`config.mk`:
```
export PLATFORM = sky130hd
export DESIGN_NAME = serial_frame_receiver_crc
export DESIGN_NICKNAME = d
export VERILOG_FILES = /design/src/hw/rtl/sfr_pkg.sv /design/src/hw/rtl/sfr_payload_mem.sv /design/src/hw/rtl/sfr_frame_ctrl.sv /design/src/hw/rtl/serial_frame_receiver_crc.sv
export SDC_FILE = /design/constraint.sdc
export NUM_CORES = 2
export LEC_CHECK = 0
export ABC_AREA = 1
export BUFFER_PORTS_ARGS = -buffer_cell sky130_fd_sc_hd__buf_2
export CAP_MARGIN = 25
export CORE_ASPECT_RATIO = 1.1
export CORE_MARGIN = 4
export CORE_UTILIZATION = 54
export CTS_CLUSTER_DIAMETER = 30
export DETAILED_ROUTE_END_ITERATION = 16
export PLACE_DENSITY_LB_ADDON = 0.08
export SLEW_MARGIN = 20
export SYNTH_ARGS = -nofsm -noshare
export SYNTH_HDL_FRONTEND = slang
export SYNTH_SLANG_ARGS = --single-unit
```
`constraint.sdc`:
```
create_clock -name clk -period 5.5 [get_ports clk]
set_input_delay 0.825 -clock clk [delete_from_list [all_inputs] [get_ports clk]]
set_output_delay 0.825 -clock clk [all_outputs]
set_load 0.02 [all_outputs]
```
`src/hw/rtl/sfr_pkg.sv`:
```
`default_nettype none

package sfr_pkg;

  localparam int unsigned PayloadDepthDef = 256;
  localparam logic [7:0]  CrcPoly         = 8'h91;

  localparam logic [15:0] TimeoutRst      = 16'd2500;
  localparam logic [7:0]  ErrorLimitRst   = 8'd5;
  localparam logic [7:0]  StartByteRst    = 8'd50;
  localparam logic [7:0]  EndByteRst      = 8'd13;
  localparam logic [7:0]  RetransTypeRst  = 8'd8;

  typedef enum logic [2:0] {
    CFG_TIMEOUT   = 3'd0,
    CFG_ERR_LIMIT = 3'd1,
    CFG_START     = 3'd2,
    CFG_END       = 3'd3,
    CFG_RETRANS   = 3'd4
  } cfg_idx_t;

  typedef enum logic [1:0] {
    OP_BYTE  = 2'd0,
    OP_TICK  = 2'd1,
    OP_READ  = 2'd2,
    OP_NONE  = 2'd3
  } op_t;

  typedef enum logic [2:0] {
    VD_GOOD    = 3'd0,
    VD_CRC_ERR = 3'd1,
    VD_BAD_END = 3'd2,
    VD_TIMEOUT = 3'd3,
    VD_RETRANS = 3'd4,
    VD_READ    = 3'd5
  } verdict_t;

  typedef enum logic [1:0] {
    ACT_NONE   = 2'd0,
    ACT_REPORT = 2'd1,
    ACT_RESET  = 2'd2,
    ACT_RESEND = 2'd3
  } action_t;

  typedef enum logic {
    PH_HUNT = 1'b0,
    PH_RECV = 1'b1
  } phase_t;

  typedef struct packed {
    logic [15:0] timeout_ms;
    logic [7:0]  error_limit;
    logic [7:0]  start_byte;
    logic [7:0]  end_byte;
    logic [7:0]  retransmit_type;
  } cfg_t;

  typedef struct packed {
    verdict_t   verdict;
    action_t    action;
    logic [7:0] frame_type;
    logic [7:0] frame_length;
    logic [7:0] error_total;
    logic       is_read;
  } result_t;

  // reflected crc-8, poly xored in before each shift
  function automatic logic [7:0] crc_update(input logic [7:0] crc, input logic [7:0] b);
    logic [7:0] c;
    c = crc ^ b;
    for (int k = 0; k < 8; k++) begin
      if (c[0]) begin
        c = c ^ CrcPoly;
      end
      c = c >> 1;
    end
    return c;
  endfunction

endpackage

`default_nettype wire

```
`src/hw/rtl/sfr_payload_mem.sv`:
```
`default_nettype none

module sfr_payload_mem #(
  parameter int unsigned DEPTH = sfr_pkg::PayloadDepthDef,
  parameter int unsigned AW    = $clog2(DEPTH)
) (
  input  wire logic          clk,
  input  wire logic          wr_en,
  input  wire logic [AW-1:0] wr_addr,
  input  wire logic [7:0]    wr_data,
  input  wire logic          rd_en,
  input  wire logic [AW-1:0] rd_addr,
  output logic      [7:0]    rd_data
);

  logic [7:0] mem [DEPTH];
  logic [7:0] rd_data_r;

  always_ff @(posedge clk) begin
    if (wr_en) begin
      mem[wr_addr] <= wr_data;
    end
  end

  // read data holds until the next read
  always_ff @(posedge clk) begin
    if (rd_en) begin
      rd_data_r <= mem[rd_addr];
    end
  end

  assign rd_data = rd_data_r;

endmodule

`default_nettype wire

```
`src/hw/rtl/sfr_frame_ctrl.sv`:
```
`default_nettype none

module sfr_frame_ctrl #(
  parameter int unsigned DEPTH = sfr_pkg::PayloadDepthDef,
  parameter int unsigned AW    = $clog2(DEPTH)
) (
  input  wire logic            clk,
  input  wire logic            rst_n,
  input  wire sfr_pkg::cfg_t   cfg,
  input  wire logic            req_acc,
  input  wire logic [1:0]      req_op,
  input  wire logic [7:0]      req_byte,
  output logic                 res_valid,
  output sfr_pkg::result_t     res,
  output logic                 wr_en,
  output logic [AW-1:0]        wr_addr,
  output logic [7:0]           wr_data
);

  sfr_pkg::phase_t phase_r, phase_nxt;
  logic [8:0]  pos_r, pos_nxt;
  logic [7:0]  type_r, type_nxt;
  logic [7:0]  len_r, len_nxt;
  logic [7:0]  crc_r, crc_nxt;
  logic [7:0]  crc_rx_r, crc_rx_nxt;
  logic [15:0] elapsed_r, elapsed_nxt;
  logic [7:0]  err_r, err_nxt;

  sfr_pkg::op_t    op;
  logic [8:0]      crc_pos;
  logic [8:0]      slot;
  logic            timed_out;
  logic            at_end;
  logic [7:0]      err_inc;
  sfr_pkg::action_t err_act;
  logic [7:0]      crc_new;

  assign op        = sfr_pkg::op_t'(req_op);
  assign crc_pos   = {1'b0, len_r} + 9'd2;
  assign slot      = pos_r - 9'd2;
  assign timed_out = (elapsed_r >= cfg.timeout_ms);
  assign at_end    = (pos_r > crc_pos);
  assign err_inc   = (err_r == 8'hFF) ? err_r : err_r + 8'd1;
  assign err_act   = (err_inc > cfg.error_limit) ? sfr_pkg::ACT_RESET : sfr_pkg::ACT_REPORT;
  assign crc_new   = sfr_pkg::crc_update(crc_r, req_byte);

  // next phase
  always_comb begin
    phase_nxt = phase_r;
    if (req_acc) begin
      unique case (phase_r)
        sfr_pkg::PH_HUNT: begin
          if (op == sfr_pkg::OP_BYTE && req_byte == cfg.start_byte) begin
            phase_nxt = sfr_pkg::PH_RECV;
          end
        end
        sfr_pkg::PH_RECV: begin
          if ((op == sfr_pkg::OP_TICK && timed_out) || (op == sfr_pkg::OP_BYTE && at_end)) begin
            phase_nxt = sfr_pkg::PH_HUNT;
          end
        end
        default: ;
      endcase
    end
  end

  // frame datapath and result
  always_comb begin
    pos_nxt     = pos_r;
    type_nxt    = type_r;
    len_nxt     = len_r;
    crc_nxt     = crc_r;
    crc_rx_nxt  = crc_rx_r;
    elapsed_nxt = elapsed_r;
    err_nxt     = err_r;
    res_valid   = 1'b0;
    res.verdict      = sfr_pkg::VD_GOOD;
    res.action       = sfr_pkg::ACT_NONE;
    res.frame_type   = type_r;
    res.frame_length = len_r;
    res.error_total  = err_r;
    res.is_read      = 1'b0;
    wr_en   = 1'b0;
    wr_addr = slot[AW-1:0];
    wr_data = req_byte;
    if (req_acc) begin
      unique case (op)
        sfr_pkg::OP_READ: begin
          res_valid        = 1'b1;
          res.verdict      = sfr_pkg::VD_READ;
          res.frame_type   = 8'd0;
          res.frame_length = 8'd0;
          res.is_read      = 1'b1;
        end
        sfr_pkg::OP_TICK: begin
          if (phase_r == sfr_pkg::PH_RECV) begin
            if (timed_out) begin
              err_nxt         = err_inc;
              res_valid       = 1'b1;
              res.verdict     = sfr_pkg::VD_TIMEOUT;
              res.action      = err_act;
              res.error_total = err_inc;
            end else begin
              elapsed_nxt = elapsed_r + 16'd1;
            end
          end
        end
        sfr_pkg::OP_BYTE: begin
          if (phase_r == sfr_pkg::PH_HUNT) begin
            if (req_byte == cfg.start_byte) begin
              pos_nxt     = 9'd0;
              type_nxt    = 8'd0;
              len_nxt     = 8'd0;
              crc_nxt     = 8'd0;
              crc_rx_nxt  = 8'd0;
              elapsed_nxt = 16'd0;
            end
          end else if (pos_r == 9'd0) begin
            type_nxt = req_byte;
            crc_nxt  = crc_new;
            pos_nxt  = 9'd1;
          end else if (pos_r == 9'd1) begin
            len_nxt = req_byte;
            crc_nxt = crc_new;
            pos_nxt = 9'd2;
          end else if (pos_r < crc_pos) begin
            // payload beyond the store still enters the crc
            wr_en   = (slot < 9'(DEPTH));
            crc_nxt = crc_new;
            pos_nxt = pos_r + 9'd1;
          end else if (pos_r == crc_pos) begin
            crc_rx_nxt = req_byte;
            pos_nxt    = pos_r + 9'd1;
          end else begin
            res_valid = 1'b1;
            if (req_byte != cfg.end_byte) begin
              err_nxt         = err_inc;
              res.verdict     = sfr_pkg::VD_BAD_END;
              res.action      = err_act;
              res.error_total = err_inc;
            end else if (crc_rx_r != crc_r) begin
              err_nxt         = err_inc;
              res.verdict     = sfr_pkg::VD_CRC_ERR;
              res.action      = err_act;
              res.error_total = err_inc;
            end else if (type_r == cfg.retransmit_type) begin
              res.verdict = sfr_pkg::VD_RETRANS;
              res.action  = sfr_pkg::ACT_RESEND;
            end
          end
        end
        default: ;
      endcase
    end
  end

  always_ff @(posedge clk) begin
    if (!rst_n) begin
      phase_r   <= sfr_pkg::PH_HUNT;
      pos_r     <= 9'd0;
      type_r    <= 8'd0;
      len_r     <= 8'd0;
      crc_r     <= 8'd0;
      crc_rx_r  <= 8'd0;
      elapsed_r <= 16'd0;
      err_r     <= 8'd0;
    end else begin
      phase_r   <= phase_nxt;
      pos_r     <= pos_nxt;
      type_r    <= type_nxt;
      len_r     <= len_nxt;
      crc_r     <= crc_nxt;
      crc_rx_r  <= crc_rx_nxt;
      elapsed_r <= elapsed_nxt;
      err_r     <= err_nxt;
    end
  end

endmodule

`default_nettype wire

```
`src/hw/rtl/serial_frame_receiver_crc.sv`:
```
// path: a result passes through stage 1 (frame logic and payload memory read),
// then the output register
// throughput: one request per cycle while the result channel does not stall; crc update
// and frame state logic are combinational, payload store has one write and one read port
// reset: rst_n synchronous active low; clears frame state, error count and config
// to defaults; the payload store is not cleared, so no clearing pass is needed
`default_nettype none

module serial_frame_receiver_crc #(
  parameter int unsigned PAYLOAD_DEPTH = sfr_pkg::PayloadDepthDef
) (
  input  wire logic        clk,
  input  wire logic        rst_n,
  // request channel
  input  wire logic        in_valid,
  output logic             in_ready,
  input  wire logic [1:0]  in_op,
  input  wire logic [7:0]  in_rx_byte,
  input  wire logic [7:0]  in_read_index,
  // result channel
  output logic             out_valid,
  input  wire logic        out_ready,
  output logic [2:0]       out_verdict,
  output logic [1:0]       out_action,
  output logic [7:0]       out_frame_type,
  output logic [7:0]       out_frame_length,
  output logic [7:0]       out_payload_byte,
  output logic [7:0]       out_error_total,
  // config write port
  input  wire logic        cfg_we,
  input  wire logic [2:0]  cfg_index,
  input  wire logic [15:0] cfg_wdata
);

  localparam int unsigned AW = $clog2(PAYLOAD_DEPTH);

  sfr_pkg::cfg_t cfg_r;

  logic             req_acc;
  logic             res_valid;
  sfr_pkg::result_t res;
  logic             wr_en;
  logic [AW-1:0]    wr_addr;
  logic [7:0]       wr_data;
  logic             rd_en;
  logic             rd_in_range;
  logic [7:0]       rd_data;

  // stage 1: result waiting for payload read data
  logic             s1_valid_r;
  sfr_pkg::result_t s1_res_r;
  logic             s1_in_range_r;
  logic             s1_adv;

  // output register
  logic             out_valid_r;
  sfr_pkg::result_t out_res_r;
  logic [7:0]       out_pbyte_r;

  // config registers, to be written only while idle; the block itself does not enforce this
  always_ff @(posedge clk) begin
    if (!rst_n) begin
      cfg_r.timeout_ms      <= sfr_pkg::TimeoutRst;
      cfg_r.error_limit     <= sfr_pkg::ErrorLimitRst;
      cfg_r.start_byte      <= sfr_pkg::StartByteRst;
      cfg_r.end_byte        <= sfr_pkg::EndByteRst;
      cfg_r.retransmit_type <= sfr_pkg::RetransTypeRst;
    end else if (cfg_we) begin
      unique case (cfg_index)
        sfr_pkg::CFG_TIMEOUT:   cfg_r.timeout_ms      <= cfg_wdata;
        sfr_pkg::CFG_ERR_LIMIT: cfg_r.error_limit     <= cfg_wdata[7:0];
        sfr_pkg::CFG_START:     cfg_r.start_byte      <= cfg_wdata[7:0];
        sfr_pkg::CFG_END:       cfg_r.end_byte        <= cfg_wdata[7:0];
        sfr_pkg::CFG_RETRANS:   cfg_r.retransmit_type <= cfg_wdata[7:0];
        default: ;
      endcase
    end
  end

  // stage 1 moves on whenever the output register is free or being drained;
  // a new request is taken whenever stage 1 is empty or moving on
  assign s1_adv   = s1_valid_r && (!out_valid_r || out_ready);
  assign in_ready = !s1_valid_r || s1_adv;
  assign req_acc  = in_valid && in_ready;

  // reads past the store answer zero
  assign rd_in_range = ({1'b0, in_read_index} < 9'(PAYLOAD_DEPTH));
  assign rd_en       = req_acc && (in_op == sfr_pkg::OP_READ) && rd_in_range;

  sfr_frame_ctrl #(
    .DEPTH (PAYLOAD_DEPTH),
    .AW    (AW)
  ) u_ctrl (
    .clk       (clk),
    .rst_n     (rst_n),
    .cfg       (cfg_r),
    .req_acc   (req_acc),
    .req_op    (in_op),
    .req_byte  (in_rx_byte),
    .res_valid (res_valid),
    .res       (res),
    .wr_en     (wr_en),
    .wr_addr   (wr_addr),
    .wr_data   (wr_data)
  );

  // read data register only reloads on the next read request, which cannot be
  // accepted before stage 1 hands its result on
  sfr_payload_mem #(
    .DEPTH (PAYLOAD_DEPTH),
    .AW    (AW)
  ) u_mem (
    .clk     (clk),
    .wr_en   (wr_en),
    .wr_addr (wr_addr),
    .wr_data (wr_data),
    .rd_en   (rd_en),
    .rd_addr (in_read_index[AW-1:0]),
    .rd_data (rd_data)
  );

  // stage 1 control
  always_ff @(posedge clk) begin
    if (!rst_n) begin
      s1_valid_r <= 1'b0;
    end else if (in_ready) begin
      s1_valid_r <= req_acc && res_valid;
    end
  end

  // stage 1 payload
  always_ff @(posedge clk) begin
    if (in_ready) begin
      s1_res_r      <= res;
      s1_in_range_r <= rd_in_range;
    end
  end

  // output control
  always_ff @(posedge clk) begin
    if (!rst_n) begin
      out_valid_r <= 1'b0;
    end else if (s1_adv) begin
      out_valid_r <= 1'b1;
    end else if (out_ready) begin
      out_valid_r <= 1'b0;
    end
  end

  // output payload
  always_ff @(posedge clk) begin
    if (s1_adv) begin
      out_res_r   <= s1_res_r;
      out_pbyte_r <= (s1_res_r.is_read && s1_in_range_r) ? rd_data : 8'd0;
    end
  end

  assign out_valid        = out_valid_r;
  assign out_verdict      = out_res_r.verdict;
  assign out_action       = out_res_r.action;
  assign out_frame_type   = out_res_r.frame_type;
  assign out_frame_length = out_res_r.frame_length;
  assign out_payload_byte = out_pbyte_r;
  assign out_error_total  = out_res_r.error_total;

endmodule

`default_nettype wire
```
==> After elaboration in Yosys (flattened, before gate mapping) <==
Memories as Yosys holds them, arrays and structs flattened. A register that Yosys moved wholly into a read port is not among the register bits.
Index checks and enable logic that the tools add are counted.
{ "totals": {"reg_bits": 183, "ram_bits": 2048, "input_bits": 42, "output_inout_bits": 39, "n_memories": 1} }
{ "mem_list": {"columns": ["name", "words", "width", "read_ports", "rd_ports_with_merged_regs", "write_ports", "line", "source"], "rows": [
  ["u_mem.mem", 256, 8, 1, 1, 1, "sfr_payload_mem.sv:16", "logic [7:0] mem [DEPTH];"]
]} }
{ "op_classes": {"n_addsub": 5, "order_cmp": 5, "eq_ne": 25, "mux": 83, "bitwise": 10, "n_reduce_logical": 29} }
{ "op_table": {"columns": ["operator", "n"], "rows": [
  ["8-bit 2-to-1 mux", 33],
  ["16-bit 2-to-1 mux", 5],
  ["9-bit 2-to-1 mux", 6],
  ["5-bit 2-to-1 mux", 9],
  ["16-bit one-hot mux with 2 select lines", 1],
  ["25-bit 2-to-1 mux", 1],
  ["1-bit 2-to-1 mux", 21],
  ["2-bit NOT with 3-bit output", 7],
  ["2-bit inequality test (second input constant)", 9],
  ["16-bit by 1-bit adder with 16-bit output (second input constant)", 1],
  ["8-bit == test", 2],
  ["16-bit >= comparator", 1],
  ["8-bit inequality test", 2],
  ["8-bit one-hot mux with 2 select lines", 1],
  ["4-bit AND reduction", 3],
  ["2-bit AND reduction", 5],
  ["8-bit by 2-bit adder with 9-bit output (second input constant)", 1],
  ["9-bit by 1-bit adder with 9-bit output (second input constant)", 1],
  ["9-bit by 1-bit == test with 1-bit output (second input constant)", 1],
  ["9-bit == test", 1],
  ["9-bit > comparator", 1],
  ["9-bit logical NOT", 1],
  ["9-bit less-than comparator", 1],
  ["9-bit less-than comparator (second input constant)", 1],
  ["other kinds (30)", 42]
]} }

==> Longest topological paths before layout <==
{ "depth": {"depth_word": 21, "ltp_mapped": 20, "ltp_nobuf": 20} }

==> Modules after synthesis <==
Synthesis repeated with hierarchy kept, for this count alone.
{ "unflattened": {"hier_cells": 8298, "area_unflattened_um2": 93430.9} }
{ "by_module_without_submodules": {"columns": ["module", "instances", "cells_per_inst", "area_each_um2", "seq_area_each_um2"], "rows": [
  ["sfr_payload_mem", 1, 7003, 83476.3, 61739.2],
  ["sfr_frame_ctrl", 1, 944, 5947.0, 1301.2],
  ["serial_frame_receiver_crc", 1, 351, 4007.6, 3012.9]
]} }

==> Worst setup path after synthesis <==
Ideal clock, no wire load.
{ "synth_path": {"path_type": "input to register", "start": "input port out_ready", "end": "memory u_mem.mem[102][0], enable pin", "arrival_ps": 3633, "required_ps": 5130, "path_slack_ps": 1497, "path_stages": 9, "path_cell_list": "inv_1 nand3_1 nand2_1 nor2_1 nand3_1 inv_1 nand4_1 buf_2 nor2_1"} }
{ "synth_via": {"elab_chain_cells": 7} }
{ "synth_rtl": {"columns": ["element", "line", "source"], "rows": [
  ["start, declared", "serial_frame_receiver_crc.sv:22", "input wire logic out_ready,"],
  ["1-bit logical OR", "serial_frame_receiver_crc.sv:82", "assign s1_adv = s1_valid_r && (!out_valid_r || out_ready);"],
  ["1-bit logical AND", "serial_frame_receiver_crc.sv:82", null],
  ["1-bit logical OR", "serial_frame_receiver_crc.sv:83", "assign in_ready = !s1_valid_r || s1_adv;"],
  ["via in_ready", "serial_frame_receiver_crc.sv:16", "output logic in_ready,"],
  ["1-bit logical AND", "serial_frame_receiver_crc.sv:84", "assign req_acc = in_valid && in_ready;"],
  ["1-bit 2-to-1 mux", "sfr_frame_ctrl.sv:86", "if (req_acc) begin"],
  ["1-bit 2-to-1 mux", "sfr_payload_mem.sv:20", "if (wr_en) begin"],
  ["1-bit 2-to-1 mux (not written as such)", "sfr_payload_mem.sv:21", "mem[wr_addr] <= wr_data;"],
  ["end, declared", "sfr_payload_mem.sv:16", null]
]} }
The timed path passes the listed nets, and every way through them passes these cells.

==> Final worst setup path <==
{ "layout_path": {"start": "register u_ctrl.len_r[1]", "end": "memory u_mem.mem[146][1], enable pin"} }
{ "layout_via": {"elab_chain_cells": 10} }
{ "layout_rtl": {"columns": ["element", "line", "source"], "rows": [
  ["start, declared", "sfr_frame_ctrl.sv:23", "logic [7:0] len_r, len_nxt;"],
  ["start signal, assigned", "sfr_frame_ctrl.sv:171", "len_r <= len_nxt;"],
  ["8-bit by 2-bit adder with 9-bit output", "sfr_frame_ctrl.sv:39", "assign crc_pos = {1'b0, len_r} + 9'd2;"],
  ["9-bit less-than comparator", "sfr_frame_ctrl.sv:126", "end else if (pos_r < crc_pos) begin"],
  ["1-bit 2-to-1 mux", "sfr_frame_ctrl.sv:126", null],
  ["1-bit 2-to-1 mux", "sfr_frame_ctrl.sv:122", "end else if (pos_r == 9'd1) begin"],
  ["1-bit 2-to-1 mux", "sfr_frame_ctrl.sv:118", "end else if (pos_r == 9'd0) begin"],
  ["1-bit 2-to-1 mux", "sfr_frame_ctrl.sv:109", "if (phase_r == sfr_pkg::PH_HUNT) begin"],
  ["1-bit 2-to-1 mux", "sfr_frame_ctrl.sv:87", "unique case (op)"],
  ["1-bit 2-to-1 mux", "sfr_frame_ctrl.sv:86", null],
  ["1-bit 2-to-1 mux", "sfr_payload_mem.sv:20", null],
  ["1-bit 2-to-1 mux (not written as such)", "sfr_payload_mem.sv:21", null]
]} }
No other way between the ends.

==> metrics.txt <==
final worst setup slack 1.079 ns; routability cong. 0.8916; DRC Markers 0; commonest non-fill, non-tap cells in the layout 2345 x nand2_1, 2123 x edfxtp_1, 2056 x nand3_1; status finished, final reports clean; number of antenna violations at the first check in global routing 11; standard-cell rows 158; cts repair resizes 0; power per cell area 421.1 nW/um2; WL final 258.9 mm; Synth-to-Final Area Change 18.43%; CTS Buf Count 418; Die ar. 177600 um2; Yosys top cell by area edfxtp_1; Routed Antenna Nets 0; setup TNS 0 ns; critical path class register to register; Clock Sinks 2238; f_max 226.2 MHz; DR vias 63600; Clk Latency, worst-skew pair 0.95 ns; RSZ-0062 raised after global routing no; CP most frequent cell nand3_1; H-tree depth 5; die width 402.1 um; leakage 0.03990 uW; Max IR drop VDD 0.3618 mV; CP cell instances ha_1 > nand3_1 > nor3_1 > xor2_1 > ha_1 > nand2_1 > nor2_1 > nand3b_1 > nand3_1 > a21oi_1 > nand3_1 > inv_1 > nand3_1 > nor2_1; share of cells above drive strength 1 0.1090; Synth Register Bits 2238; number of global-route vias before repair 62000; pre-CTS WS 0.9910 ns; slowest stage delay, CP 0.85 ns; WHS 0.1525 ns; RR Startpoint u_ctrl.len_r[1]; post-synthesis cell type count 32; first-pass GRT wire length 384.6 mm; final hold vios 0; largest net degree at the start of global routing 208; synthesized instance count 8208; hold buffers post-CTS 0; sequential share of the synthesized area 0.7158; Placement Cell Area 95200 um2; final cycle utilization of the critical path 0.8038; drt initial violations 7485; I/O pin cnt 81; R2R Setup Slk 1.08 ns; Tot GR Track Use 0.2891; Slew headroom 0.1874; Reg clk slew, reported paths 0.05 ns; Worst Path Required 6.05 ns; number of warnings issued by yosys 0; Die Y-Extent 441.6 um; Post-Syn Nets 8292; Crit Path Max Fanout 16; final instance area 109300 um2; DRT Pass-1 Iters 6; highest-delay cell along the critical path nor2_1; max-cap viol count 0; Worst R2R End u_mem.mem[146][1]; arrival time at the worst endpoint 4.97 ns; clk_skew 0.05757 ns; CTS root buf clkbuf_16; Min-Delay Endpoint cfg_r[40]; detailed placement HPWL 148.3 mm; Finish-stage setup viols 0; fin crit period 4.421 ns; leading cell type in the layout, fill and taps excluded nand2_1; initial core utilization 0.5453; top cell type's share of synthesized area 0.6909; TritonCTS clock tree done; CP endpoint kind register; synth top area cells edfxtp_1 69%, nand3_1 11%, nand2_1 9.6%; Slew @ Worst Pin 1.219 ns; R2R depth 14; setup bufs post-CTS 0; CP Launch Type register; synthesized area 92270 um2; core box area 169200 um2; Vias/cell 5.819; hold path depth 3; Avg Cell Area, Syn 11.24 um2; Clock Path Buffers 4; min-delay worst type input port to register; gr ovfl total 0; hold path startpoint cfg_wdata[8]; post-detailed-route wirelength per cell 23.68 um; port bufs 80; Nets 8439; Final Max Tran Viols 0
==> worst max-delay path: cells and delay by family, from the launching register on <==
family,cells,cell delay (ns)
DFF,1,0.39
xor gates and xnor gates,1,0.17
buffers and inverters,1,0.29
adders and majority gates,2,0.44
AOI/OAI and AO/OA,1,0.17
and+or+nand+nor,9,2.58
==> where the power goes <==
group	switching (uW)	internal [uW]
registers	13.0	18700
clock network	8590	16700
logic	1520	474
==> per-layer routing <==
layer	part of all wire	up-vias	global-route usage
met5	0.00016	-	0
met4	0.037	6	0.1125
met3	0.083	513	0.05122
met2	0.48	2894	0.4705
met1	0.40	30900	0.3920
li1	-	29290	-
==> final cells by class <==
| cell class | count | area [um2] |
|---|---|---|
| antenna | 2 | 5.005 |
| clock buffer | 459 | 10690 |
| clock inverter | 294 | 3359 |
| fill | 12940 | 59940 |
| inverter | 225 | 869.6 |
| multi-input combinational | 5232 | 23410 |
| sequential | 2238 | 66050 |
| tap | 2240 | 2803 |
| timing repair buffer | 240 | 2095 |
==> Yosys cell counts (all sizes together) <==
master,count
nor3b,2
xnor2,29
a21o,1
clkinv,5
or2,6
nand2,2361
inv,220
nand3,2058
nor3,15
xor2,21
buf,128
clkbuf,385
dfxtp,115
a211oi,8
nor4,2
nor2,412
a21oi,113
ha,42
and3,2
and2,1
edfxtp,2123
o21a,2
nand3b,2
o22ai,8
o21ai,121
o211ai,9
nand4,17
==> logic make-up after synthesis <==
kind of cell / count (synthesis) / synth area share
fa+ha+maj: 42 / 0.005695
compound gates: 262 / 0.01486
buf+inv: 738 / 0.03116
simple gates: 4878 / 0.2277
xor+xnor: 50 / 0.004746
flops: 2238 / 0.7158
==> through the flow <==
stage,utilization,instances,power (uW)
2_1_floorplan,-,8208,20100
3_3_place_gp,0.5619,10170,20980
3_5_place_dp,0.5626,10170,20990
4_1_cts,0.6456,10930,46220
5_1_grt,0.6457,10930,47280
6_report,0.6458,10930,46020
==> worst max-delay path by stage <==
stage / end / startpoint / slack, ns
5_1_grt: u_mem.mem[32][5] / u_ctrl.len_r[1] / 0.81
3_3_place_gp: u_mem.mem[146][0] / u_ctrl.len_r[1] / 1.08
4_1_cts: u_mem.mem[146][1] / u_ctrl.len_r[1] / 0.99
2_1_floorplan: u_mem.mem[102][0] / out_ready / 1.50
6_report: u_mem.mem[146][1] / u_ctrl.len_r[1] / 1.08
3_5_place_dp: u_mem.mem[146][0] / u_ctrl.len_r[1] / 0.99
==> registers in the layout, indices dropped and copies added (netlist names), 9 cells and up <==
name / cells
u_ctrl.pos_r: 9
s1_res_r: 30
cfg_r: 48
u_mem.mem: 2048
u_ctrl.elapsed_r: 16
No activity file was read; power rests on OpenSTA's default activity.
